File: config.mk
export PLATFORM = sky130hd
export DESIGN_NAME = sensor_channel_health_and_scaling
export DESIGN_NICKNAME = d
export VERILOG_FILES = /design/src/design/sch_pkg.sv /design/src/design/sensor_channel_health_and_scaling.sv
export SDC_FILE = /design/constraint.sdc
export NUM_CORES = 1
export LEC_CHECK = 0
export ABC_AREA = 1
export BUFFER_PORTS_ARGS = -buffer_cell sky130_fd_sc_hd__clkbuf_2
export CAP_MARGIN = 20
export CORE_MARGIN = 8
export CORE_UTILIZATION = 60
export CTS_CLUSTER_SIZE = 8
export DETAILED_ROUTE_END_ITERATION = 10
export HOLD_SLACK_MARGIN = 0.03
export PLACE_DENSITY = 0.86
export SYNTH_ARGS = -nofsm -noshare
export SYNTH_HDL_FRONTEND = slang
export SYNTH_SLANG_ARGS = --single-unit
File: constraint.sdc
create_clock -name i_clk -period 13.1 [get_ports i_clk]
set_input_delay 2.62 -clock i_clk [delete_from_list [all_inputs] [get_ports i_clk]]
set_output_delay 2.62 -clock i_clk [all_outputs]
set_load 0.05 [all_outputs]
File: src/design/sch_pkg.sv
`timescale 1ns / 1ps

package sch_pkg;

    // Field widths of one reading and one result.
    localparam int BOARD_W = 1;
    localparam int CHAN_W  = 2;
    localparam int CUR_W   = 19;
    localparam int VOLT_W  = 13;
    localparam int VAL_W   = 21;
    localparam int INCH_W  = 17;

    // Fixed-point grid of currents, voltages and results.
    localparam int FRAC_BITS = 8;
    localparam int ONE_FX    = 1 << FRAC_BITS;

    // Health status codes.
    localparam logic [1:0] ST_GOOD    = 2'd0;
    localparam logic [1:0] ST_ONE     = 2'd1;
    localparam logic [1:0] ST_TWO     = 2'd2;
    localparam logic [1:0] ST_UNKNOWN = 2'd3;

    // Channel codes.
    localparam logic [CHAN_W-1:0] CH_0 = 2'd0;
    localparam logic [CHAN_W-1:0] CH_1 = 2'd1;
    localparam logic [CHAN_W-1:0] CH_2 = 2'd2;
    localparam logic [CHAN_W-1:0] CH_3 = 2'd3;

    // Switch windows (current, mA).
    localparam int SW_LOW      = ONE_FX;
    localparam int SW_HIGH     = 29 * ONE_FX;
    localparam int SW_CLOSED   = 15 * ONE_FX;
    localparam int SW_B_FAULT  = (14 * ONE_FX) / 10;       // at or below 1.4 mA
    localparam int SW_B_LOW    = (3 * ONE_FX + 1) / 2;     // at or above 1.5 mA
    localparam int SW_OPEN_VAL = 255 * ONE_FX;

    // Pressure sensor (voltage, V).
    localparam int PSI_LOW  = ONE_FX;
    localparam int PSI_HIGH = (9 * ONE_FX) / 2;            // above 4.5 V

    // Supply rails.
    localparam int R33_LOW    = (31 * ONE_FX + 9) / 10;    // below 3.1 V
    localparam int R33_HIGH   = (7 * ONE_FX) / 2;          // above 3.5 V
    localparam int R12_LOW    = 9 * ONE_FX;
    localparam int R12_HIGH   = 15 * ONE_FX;
    localparam int R12_I_HIGH = 500 * ONE_FX;

    // Water level loop (current, mA).
    localparam int WL_LOW     = (7 * ONE_FX + 1) / 2;      // below 3.5 mA
    localparam int WL_HIGH    = 21 * ONE_FX;
    localparam int WL_MARK_LO = 255 * ONE_FX;
    localparam int WL_MARK_HI = -ONE_FX;

    // Depth in mm is trunc((WL_MUL * I - WL_OFF) / 3616), the ratio
    // 2940 / 15.82 with common factors removed. The division is done as a
    // shift by 5 and an exact reciprocal of 113 over 19-bit operands.
    localparam int NUM_W        = 26;
    localparam int WL_MUL       = 2625;
    localparam int WL_OFF       = 2538240;
    localparam int MM_PRE_SHIFT = 5;
    localparam int MM_OP_W      = 19;
    localparam int MM_RECIP     = 593884;
    localparam int MM_RECIP_W   = 20;
    localparam int MM_SHIFT     = 26;
    localparam int MM_W         = 12;

    // Inches = trunc(mm * 1280 / 127), again by an exact reciprocal.
    localparam int IN_X_W      = 22;
    localparam int IN_RECIP    = 4227331;
    localparam int IN_RECIP_W  = 23;
    localparam int IN_SHIFT    = 29;
    localparam int IN_MAG_W    = 15;

endpackage

File: src/design/sensor_channel_health_and_scaling.sv
`timescale 1ns / 1ps

// Sensor channel health and scaling.
// Input channel: i_valid / o_ready with board, channel, shunt current and bus
// voltage, currents and voltages in fixed point with 8 fraction bits. Each
// transaction produces exactly one result transaction on o_valid / i_ready:
// a health status, a flag for whether a value is written, the scaled value
// (switch code, whole-mA current, psi or depth in mm) and depth in inches.
// The datapath is a four-register pipeline: input register, classification
// and loop numerator, depth in mm (reciprocal multiply), depth in inches and
// result register. One transaction per cycle is sustained while the receiver
// holds i_ready high; the two reciprocal multipliers set the stage count.
// Reset empties the pipeline; o_valid is low and o_ready is high after it.
// When the receiver holds i_ready low, the result register holds its
// transaction, empty stages behind it keep filling, and o_ready falls only
// once all four stages hold transactions.

module sensor_channel_health_and_scaling (
    input  logic                              i_clk,
    input  logic                              i_rst_n,
    input  logic                              i_valid,
    output logic                              o_ready,
    input  logic [sch_pkg::BOARD_W-1:0]       i_board_index,
    input  logic [sch_pkg::CHAN_W-1:0]        i_channel_index,
    input  logic signed [sch_pkg::CUR_W-1:0]  i_current_reading,
    input  logic [sch_pkg::VOLT_W-1:0]        i_bus_voltage,
    output logic                              o_valid,
    input  logic                              i_ready,
    output logic [1:0]                        o_health_status,
    output logic                              o_value_written,
    output logic signed [sch_pkg::VAL_W-1:0]  o_scaled_value,
    output logic signed [sch_pkg::INCH_W-1:0] o_depth_inches
);
    import sch_pkg::*;

    localparam int CI_W = CUR_W - FRAC_BITS;

    // Pipeline occupancy and advance enables.
    logic r_v0, r_v1, r_v2, r_v3;
    logic w_en0, w_en1, w_en2, w_en3;

    assign w_en3   = !r_v3 || i_ready;
    assign w_en2   = !r_v2 || w_en3;
    assign w_en1   = !r_v1 || w_en2;
    assign w_en0   = !r_v0 || w_en1;
    assign o_ready = w_en0;
    assign o_valid = r_v3;

    always_ff @(posedge i_clk) begin
        if (!i_rst_n) begin
            r_v0 <= 1'b0;
            r_v1 <= 1'b0;
            r_v2 <= 1'b0;
            r_v3 <= 1'b0;
        end else begin
            if (w_en0) r_v0 <= i_valid;
            if (w_en1) r_v1 <= r_v0;
            if (w_en2) r_v2 <= r_v1;
            if (w_en3) r_v3 <= r_v2;
        end
    end

    // Stage 0: input register.
    logic [BOARD_W-1:0]       r_s0_board;
    logic [CHAN_W-1:0]        r_s0_chan;
    logic signed [CUR_W-1:0]  r_s0_cur;
    logic [VOLT_W-1:0]        r_s0_volt;

    always_ff @(posedge i_clk) begin
        if (w_en0) begin
            r_s0_board <= i_board_index;
            r_s0_chan  <= i_channel_index;
            r_s0_cur   <= i_current_reading;
            r_s0_volt  <= i_bus_voltage;
        end
    end

    // Stage 1: classification, direct values and the water loop numerator.
    logic signed [CI_W-1:0]   w_cur_int;
    logic                     w_cur_adj;
    logic signed [CI_W-1:0]   w_cur_tz;
    logic signed [VAL_W-1:0]  w_cur_whole;
    logic signed [VAL_W-1:0]  w_sw_code;
    logic [VOLT_W:0]          w_twice;
    logic [VOLT_W+4:0]        w_psi_x15;
    logic [NUM_W-2:0]         w_prod;
    logic signed [NUM_W-1:0]  w_num;

    logic [1:0]               n_s1_status;
    logic                     n_s1_written;
    logic signed [VAL_W-1:0]  n_s1_val;
    logic signed [INCH_W-1:0] n_s1_inch;
    logic                     n_s1_water;

    // Whole mA, truncated toward zero.
    assign w_cur_int   = CI_W'(r_s0_cur >>> FRAC_BITS);
    assign w_cur_adj   = r_s0_cur[CUR_W-1] && (|r_s0_cur[FRAC_BITS-1:0]);
    assign w_cur_tz    = w_cur_int + $signed({{(CI_W-1){1'b0}}, w_cur_adj});
    assign w_cur_whole = VAL_W'($signed({w_cur_tz, {FRAC_BITS{1'b0}}}));
    assign w_sw_code   = (r_s0_cur < SW_CLOSED) ? '0 : VAL_W'(ONE_FX);

    // psi = (2V - 1) * 15 / 4 on the fraction grid.
    assign w_twice   = {r_s0_volt, 1'b0} - (VOLT_W+1)'(ONE_FX);
    assign w_psi_x15 = ((VOLT_W+5)'(w_twice) << 4) - (VOLT_W+5)'(w_twice);

    // Only meaningful when the loop current is in range, where it is
    // positive and below 2^13.
    assign w_prod = (NUM_W-1)'(r_s0_cur[12:0]) * (NUM_W-1)'(WL_MUL);
    assign w_num  = $signed({1'b0, w_prod}) - NUM_W'(WL_OFF);

    always_comb begin
        n_s1_status  = ST_UNKNOWN;
        n_s1_written = 1'b0;
        n_s1_val     = '0;
        n_s1_inch    = '0;
        n_s1_water   = 1'b0;
        if (r_s0_chan != CH_3) begin
            if (r_s0_board == 1'b0) begin
                n_s1_written = 1'b1;
                case (r_s0_chan)
                    CH_0: begin
                        if (r_s0_cur < SW_LOW) begin
                            n_s1_status = ST_TWO;
                            n_s1_val    = VAL_W'(-ONE_FX);
                        end else if (r_s0_cur <= SW_HIGH) begin
                            n_s1_status = ST_GOOD;
                            n_s1_val    = w_sw_code;
                        end else begin
                            n_s1_status = ST_ONE;
                            n_s1_val    = VAL_W'(SW_OPEN_VAL);
                        end
                    end
                    CH_1: begin
                        // Readings strictly between 1.4 and 1.5 mA land in
                        // the faulty branch along with high readings.
                        if (r_s0_cur <= SW_B_FAULT) begin
                            n_s1_status = ST_TWO;
                            n_s1_val    = w_cur_whole;
                        end else if (r_s0_cur >= SW_B_LOW && r_s0_cur <= SW_HIGH) begin
                            n_s1_status = ST_GOOD;
                            n_s1_val    = w_sw_code;
                        end else begin
                            n_s1_status = ST_ONE;
                            n_s1_val    = w_cur_whole;
                        end
                    end
                    default: begin
                        if (r_s0_volt < PSI_LOW) begin
                            n_s1_status = ST_TWO;
                        end else begin
                            n_s1_status = (r_s0_volt > PSI_HIGH) ? ST_ONE : ST_GOOD;
                            n_s1_val    = VAL_W'(w_psi_x15 >> 2);
                        end
                    end
                endcase
            end else begin
                case (r_s0_chan)
                    CH_0: begin
                        if (r_s0_volt < R33_LOW)       n_s1_status = ST_ONE;
                        else if (r_s0_volt > R33_HIGH) n_s1_status = ST_TWO;
                        else                           n_s1_status = ST_GOOD;
                    end
                    CH_1: begin
                        if (r_s0_volt < R12_LOW)             n_s1_status = ST_ONE;
                        else if (r_s0_volt > R12_HIGH)       n_s1_status = ST_TWO;
                        else if (r_s0_cur <= 0)              n_s1_status = ST_ONE;
                        else if (r_s0_cur > R12_I_HIGH)      n_s1_status = ST_TWO;
                        else                                 n_s1_status = ST_GOOD;
                    end
                    default: begin
                        n_s1_written = 1'b1;
                        if (r_s0_cur < WL_LOW) begin
                            n_s1_status = ST_TWO;
                            n_s1_val    = VAL_W'(WL_MARK_LO);
                            n_s1_inch   = INCH_W'(WL_MARK_LO);
                        end else if (r_s0_cur > WL_HIGH) begin
                            n_s1_status = ST_ONE;
                            n_s1_val    = VAL_W'(WL_MARK_HI);
                            n_s1_inch   = INCH_W'(WL_MARK_HI);
                        end else begin
                            n_s1_status = ST_GOOD;
                            n_s1_water  = 1'b1;
                        end
                    end
                endcase
            end
        end
    end

    logic [1:0]               r_s1_status;
    logic                     r_s1_written;
    logic signed [VAL_W-1:0]  r_s1_val;
    logic signed [INCH_W-1:0] r_s1_inch;
    logic                     r_s1_water;
    logic signed [NUM_W-1:0]  r_s1_num;

    always_ff @(posedge i_clk) begin
        if (w_en1) begin
            r_s1_status  <= n_s1_status;
            r_s1_written <= n_s1_written;
            r_s1_val     <= n_s1_val;
            r_s1_inch    <= n_s1_inch;
            r_s1_water   <= n_s1_water;
            r_s1_num     <= w_num;
        end
    end

    // Stage 2: depth in whole mm, truncated toward zero.
    logic [NUM_W-2:0]                    w_num_abs;
    logic [MM_OP_W+MM_RECIP_W-1:0]       w_mm_prod;

    assign w_num_abs = r_s1_num[NUM_W-1] ? (NUM_W-1)'(-r_s1_num)
                                         : r_s1_num[NUM_W-2:0];
    assign w_mm_prod = (MM_OP_W+MM_RECIP_W)'(w_num_abs[MM_PRE_SHIFT+MM_OP_W-1:MM_PRE_SHIFT])
                     * (MM_OP_W+MM_RECIP_W)'(MM_RECIP);

    logic [1:0]               r_s2_status;
    logic                     r_s2_written;
    logic signed [VAL_W-1:0]  r_s2_val;
    logic signed [INCH_W-1:0] r_s2_inch;
    logic                     r_s2_water;
    logic                     r_s2_neg;
    logic [MM_W-1:0]          r_s2_mm;

    always_ff @(posedge i_clk) begin
        if (w_en2) begin
            r_s2_status  <= r_s1_status;
            r_s2_written <= r_s1_written;
            r_s2_val     <= r_s1_val;
            r_s2_inch    <= r_s1_inch;
            r_s2_water   <= r_s1_water;
            r_s2_neg     <= r_s1_num[NUM_W-1];
            r_s2_mm      <= w_mm_prod[MM_SHIFT+MM_W-1:MM_SHIFT];
        end
    end

    // Stage 3: depth in inches and the result register.
    logic [IN_X_W-1:0]                  w_in_x;
    logic [IN_X_W+IN_RECIP_W-1:0]       w_in_prod;
    logic [IN_MAG_W-1:0]                w_in_mag;
    logic signed [VAL_W-1:0]            w_mm_fx;
    logic signed [INCH_W-1:0]           w_in_fx;
    logic signed [VAL_W-1:0]            n_s3_val;
    logic signed [INCH_W-1:0]           n_s3_inch;

    // mm * 1280 as shift and add.
    assign w_in_x    = (IN_X_W'(r_s2_mm) << 10) + (IN_X_W'(r_s2_mm) << 8);
    assign w_in_prod = (IN_X_W+IN_RECIP_W)'(w_in_x) * (IN_X_W+IN_RECIP_W)'(IN_RECIP);
    assign w_in_mag  = w_in_prod[IN_SHIFT+IN_MAG_W-1:IN_SHIFT];
    assign w_mm_fx   = VAL_W'({r_s2_mm, {FRAC_BITS{1'b0}}});
    assign w_in_fx   = INCH_W'(w_in_mag);

    always_comb begin
        n_s3_val  = r_s2_val;
        n_s3_inch = r_s2_inch;
        if (r_s2_water) begin
            n_s3_val  = r_s2_neg ? -w_mm_fx : w_mm_fx;
            n_s3_inch = r_s2_neg ? -w_in_fx : w_in_fx;
        end
    end

    logic [1:0]               r_s3_status;
    logic                     r_s3_written;
    logic signed [VAL_W-1:0]  r_s3_val;
    logic signed [INCH_W-1:0] r_s3_inch;

    always_ff @(posedge i_clk) begin
        if (w_en3) begin
            r_s3_status  <= r_s2_status;
            r_s3_written <= r_s2_written;
            r_s3_val     <= n_s3_val;
            r_s3_inch    <= n_s3_inch;
        end
    end

    assign o_health_status = r_s3_status;
    assign o_value_written = r_s3_written;
    assign o_scaled_value  = r_s3_val;
    assign o_depth_inches  = r_s3_inch;

endmodule

======== Word level (Yosys, flattened, before mapping) ========
Index checks and enable logic that the tools add are counted.
word-level totals
  word-level logic and storage cells ...... 109
  flip-flop bits (word level) ............. 203
operators by class
  multiplexer cells ....................... 38
  eq/ne operators ......................... 2
  add/sub/neg operators ................... 8
  $lt $le $gt $ge ......................... 15
  $mul .................................... 3
  bitwise gates (word level) .............. 2
  reductions and logical operators ........ 15
operator list
  operator                                                           number
  two-way mux 21 bit                                                 9
  two-way mux 17 bit                                                 3
  two-way mux 16 bit                                                 3
  multiplier 22 x 23 -> 44 bit (second input constant)               1
  one-hot mux 21 bit (2 select lines)                                1
  multiplier 19 x 18 -> 36 bit (second input constant)               1
  subtractor 25 x 22 -> 26 bit (second input constant)               1
  multiplier 13 x 12 -> 25 bit (second input constant)               1
  two-way mux 24 bit                                                 1
  negator 24 bit                                                     1
  adder 22 x 20 -> 22 bit                                            1
  two-way mux 2 bit                                                  11
  negator 20 -> 21 bit                                               1
  >= comparator 19 x 10 -> 1 bit (second input constant)             1
  greater-than comparator 19 x 14 -> 1 bit (second input constant)   1
  greater-than comparator 19 x 18 -> 1 bit (second input constant)   1
  less-or-equal comparator 19 x 1 -> 1 bit (second input constant)   1
  less-or-equal comparator 19 x 10 -> 1 bit (second input constant)  1
  less-or-equal comparator 19 x 14 -> 1 bit (second input constant)  1
  less-than comparator 19 x 10 -> 1 bit (second input constant)      1
  less-than comparator 19 x 11 -> 1 bit (second input constant)      1
  less-than comparator 19 x 13 -> 1 bit (second input constant)      1
  subtractor 18 x 14 -> 18 bit                                       1
  negator 15 -> 17 bit                                               1
  other kinds (22)                                                   37

======== Depth between registers and ports, before layout ========
  word-level depth ........................ 7
  gate-level depth with buffers ........... 39

======== Least setup slack after synthesis ========
Ideal clock, no wire load.
  kind .................................... input port to output port
  start ................................... input port i_ready
  end ..................................... output port o_ready
  stages on the path ...................... 6
  slack ................................... 4,800 ps
  data required time ...................... 10,480 ps
  arrival time ............................ 5,680 ps
  cell sequence ........................... nor2_1 > inv_1 > nor2_1 > inv_1 > nor2_1 > nand2_1
between the ends
  longest elaborated chain between the ends .. 4
RTL lines
  item                line                                     RTL
  start: declaration  sensor_channel_health_and_scaling.sv:28  input logic i_ready,
  logical OR 1 bit    sensor_channel_health_and_scaling.sv:42  assign w_en3 = !r_v3 || i_ready;
  named net w_en3     sensor_channel_health_and_scaling.sv:40  logic w_en0, w_en1, w_en2, w_en3;
  logical OR 1 bit    sensor_channel_health_and_scaling.sv:43  assign w_en2 = !r_v2 || w_en3;
  named net w_en2     sensor_channel_health_and_scaling.sv:40
  logical OR 1 bit    sensor_channel_health_and_scaling.sv:44  assign w_en1 = !r_v1 || w_en2;
  logical OR 1 bit    sensor_channel_health_and_scaling.sv:45  assign w_en0 = !r_v0 || w_en1;
  end: declaration    sensor_channel_health_and_scaling.sv:22  output logic o_ready,
The timed path passes the listed nets, and every way through them passes these cells.

======== Final worst setup path ========
  start ................................... register r_s1_num[8]
  end ..................................... register r_s2_mm[8] (data pin)
between the ends
  longest elaborated chain between the ends .. 3
RTL lines
  item                            line                                      RTL
  start: declaration              sensor_channel_health_and_scaling.sv:195  logic signed [NUM_W-1:0] r_s1_num;
  start signal: assignment        sensor_channel_health_and_scaling.sv:204  r_s1_num <= w_num;
  negator 24 bit                  sensor_channel_health_and_scaling.sv:212  assign w_num_abs = r_s1_num[NUM_W-1] ? (NUM_W-1)'(-r_s1_num)
  two-way mux 24 bit *            sensor_channel_health_and_scaling.sv:212
  multiplier 19 x 18 -> 36 bit *  sensor_channel_health_and_scaling.sv:215  * (MM_OP_W+MM_RECIP_W)'(MM_RECIP);
  named net w_mm_prod[34]         sensor_channel_health_and_scaling.sv:210  logic [MM_OP_W+MM_RECIP_W-1:0] w_mm_prod;
  end signal: assignment          sensor_channel_health_and_scaling.sv:233  r_s2_mm <= w_mm_prod[MM_SHIFT+MM_W-1:MM_SHIFT];
  end: declaration                sensor_channel_health_and_scaling.sv:223  logic [MM_W-1:0] r_s2_mm;
Mark *: on every way through the listed nets, which the timed path passes. The rest lies on a longest branch.
A chain may end at the register's enable or synchronous reset.

==> flow_summary.json <==
{
  "synth-xor-area-share_pct": 2.95,
  "yosysWarnings": 0,
  "period_share_pct": 58.0,
  "dr.first_iter.drc_count": 1251,
  "ys.flop_type": "edfxtp_1",
  "grt_pass1_wl_mm": 79.5,
  "ios": 82,
  "synthMuxAreaShare_pct": 0,
  "min_period_ns": 7.60,
  "drt_wl_total_mm": 48.3,
  "worst-path-buf-inv": 4,
  "status": "finished clean",
  "crit_path_end_kind": "flop",
  "clockRootBuffer": "clkbuf_16",
  "dpl.hpwl_mm": 40.7,
  "start_util_pct": 60.8,
  "clk_latency_ns": 0.44,
  "fillers": 2596,
  "synth_top_family_by_area": "adder cells",
  "synth_cell_type_count": 55,
  "synth_nets": 2951,
  "syn_to_final_growth_pct": 7.85,
  "setup_violations": 0,
  "crit_start": "r_s1_num[8]",
  "maxSlewHeadroom_pct": 29.5,
  "dieArea_mm2": 0.0400,
  "antenna_found_initial": 0,
  "synthArstFlopShare_pct": 0,
  "syn_area_mm2": 0.0203,
  "cts_tree": "yes",
  "cp-endpoint": "r_s2_mm[8]",
  "ys_ff_latch": 168,
  "slew_viol_final": 0,
  "worstReg2RegStart": "r_s1_num[8]",
  "grt_start_max_net_pins": 51,
  "critical_path.top_delay_family": "adder cells",
  "antennaDiodeCount": 0,
  "cp.required_ns": 13.30,
  "ctsHoldBuffers": 0,
  "cts_sinks": 168,
  "rrSetupSlack_ns": 5.50,
  "r2r_cells": 28,
  "htreeDepth": 4,
  "cts_setup_buffers": 0,
  "ant_nets": 0,
  "synth_edf_count": 164,
  "final_net_count": 3047,
  "yosys.area_share.simple_pct": 17.7,
  "clk_pin_slew_ns": 0.07,
  "port_buffers": 81,
  "clock_skew_ns": 0.0142,
  "max_stage_delay_ns": 0.72,
  "ys_seq_area_share_pct": 24.6,
  "tightest_slew_ns": 1.06,
  "rows": 67,
  "layout_commonest_cell": "inv_1",
  "syn_avg_cell_area_um2": 8.51,
  "cts-resized-gates": 0,
  "die_h_um": 200,
  "start_kind": "flop",
  "synth_compound_area_share_pct": 6.66,
  "synth_cells": 2388,
  "via_count": 16134,
  "multi_input_area_mm2": 0.0132,
  "gr-total-overflow": 0,
  "crit_top_cell": "nand2_1",
  "maxCapViolCount": 0,
  "place_congestion": 1.02,
  "rsz0062_at_grt": "false",
  "tns_ns": 0,
  "crit_slowest_cell": "xor2_1",
  "via_per_inst": 5.48,
  "min_path_type": "flop to flop",
  "mostFrequentLayoutCells": "inv_1 (522), nand2_1 (455), ha_1 (372)",
  "grt.total_usage_pct": 24.7,
  "cp_max_fo": 8,
  "cp_num_cells": 28,
  "reg2reg_to": "r_s2_mm[8]",
  "regArea_mm2": 0.00500,
  "cts_buffer_depth": 2,
  "crit_type": "flop to flop",
  "drc": 0,
  "drive_gt1_share_pct": 7.85,
  "synthAdderAreaFrac_pct": 37.9,
  "fp.dieW_um": 200,
  "fmax_mhz": 132,
  "grt_pass1_vias": 16637,
  "arrival_ns": 7.80,
  "wire_per_inst_um": 16.4,
  "cts-buffers-inserted": 17,
  "finalHoldViolCount": 0,
  "first_pass_iters": 6,
  "core_region_area_mm2": 0.0334
}
[per-stage QoR]
step	hold WS (ns)	setup slack, ns	std cells	cell area (µm²)	utilization [%]
after global placement	0.401	5.94	2913	21300	63.7
after global routing	0.419	4.93	2945	21900	65.6
after floorplan	0.400	4.80	2388	20300	-
final	0.417	5.50	2945	21900	65.6
after CTS	0.416	5.51	2945	21900	65.6
after detailed placement	0.405	5.57	2913	21300	63.7
[sequential cells by signal, summed over array words and instances (netlist names), 12 cells and up]
signal          cells
r_s1_num           25
o_scaled_value     21
r_s0_cur           19
r_s1_val           19
r_s2_val           19
o_depth_inches     17
r_s0_volt          13
r_s2_mm            12
[cell usage after synthesis (2+ instances only)]
cell type / instances / area share (%)
dfxtp_1: 4 / 0.39
o221ai_1: 2 / 0.086
o21ai_1: 7 / 0.17
o21bai_1: 6 / 0.22
nand2_4: 2 / 0.11
a21oi_2: 3 / 0.13
xnor2_1: 23 / 0.99
nor4_2: 2 / 0.12
nor3b_1: 2 / 0.074
buf_2: 4 / 0.098
or2_2: 5 / 0.15
edfxtp_1: 164 / 24
o211ai_1: 8 / 0.30
nand2_1: 455 / 8.4
xor2_1: 40 / 1.7
a21o_1: 5 / 0.18
nor4_1: 7 / 0.22
xor2_2: 2 / 0.16
nor3_1: 25 / 0.62
and2_1: 2 / 0.062
nor2_4: 5 / 0.28
nor2_2: 17 / 0.52
a31oi_1: 9 / 0.28
a21boi_0: 3 / 0.11
nand2_2: 19 / 0.58
inv_2: 8 / 0.15
clkinv_1: 2 / 0.037
a21oi_1: 118 / 2.9
nand3_2: 4 / 0.20
nand3_1: 98 / 2.4
inv_1: 523 / 9.7
clkbuf_1: 7 / 0.13
o21ai_0: 76 / 1.9
ha_1: 372 / 23
buf_4: 2 / 0.074
o21a_1: 3 / 0.11
nand4_1: 22 / 0.68
fa_1: 152 / 15
nor2_1: 164 / 3.0
[worst register-to-register path, delay by kind of cell, from the launching register on]
kind	cells	cell delay, ns
adder cells (fa/ha/maj)	7	3.17
AO/OA/AOI/OAI	2	0.50
AND/OR/NAND/NOR	14	2.14
flip-flops	1	0.39
XOR/XNOR	1	0.72
buffers and inverters	4	0.44
[final cells by class]
| cell class | count | area share, % |
|---|---|---|
| clock inverter | 15 | 0.902 |
| clock buffer | 17 | 1.94 |
| sequential | 168 | 22.8 |
| inverter | 533 | 9.12 |
| timing repair buffer | 92 | 2.23 |
| tap | 448 | 2.56 |
| multi-input combinational | 1672 | 60.4 |
[worst min-delay path by stage]
stage	from	endpoint	slack, ns	cells after the start
floorplan	r_s2_status[0]	o_health_status[0]	0.40	0
global placement	r_s1_val[9]	r_s2_val[9]	0.40	0
detailed placement	r_s1_val[14]	r_s2_val[14]	0.40	0
CTS	r_s1_val[14]	r_s2_val[14]	0.42	0
global route	r_s1_val[12]	r_s2_val[12]	0.42	0
finish	r_s1_val[14]	r_s2_val[14]	0.42	0
[cell families after synthesis]
logic type | count (synthesis)
buffers and inverters | 548
DFF | 168
xor gates and xnor gates | 66
adders and majority gates | 524
and+or+nand+nor | 835
AOI/OAI and AO/OA | 247
[layer usage]
metal,part of all wire [%],GRT usage (%),up-vias
met3,5.3,3.17,139
met4,3.6,9.21,0
li1,-,-,7875
met1,40,29.1,7562
met5,0,0,-
met2,51,45.6,558
Power is not shown: default switching activity piles up to over one toggle a cycle in this logic, so the estimate is an artifact.
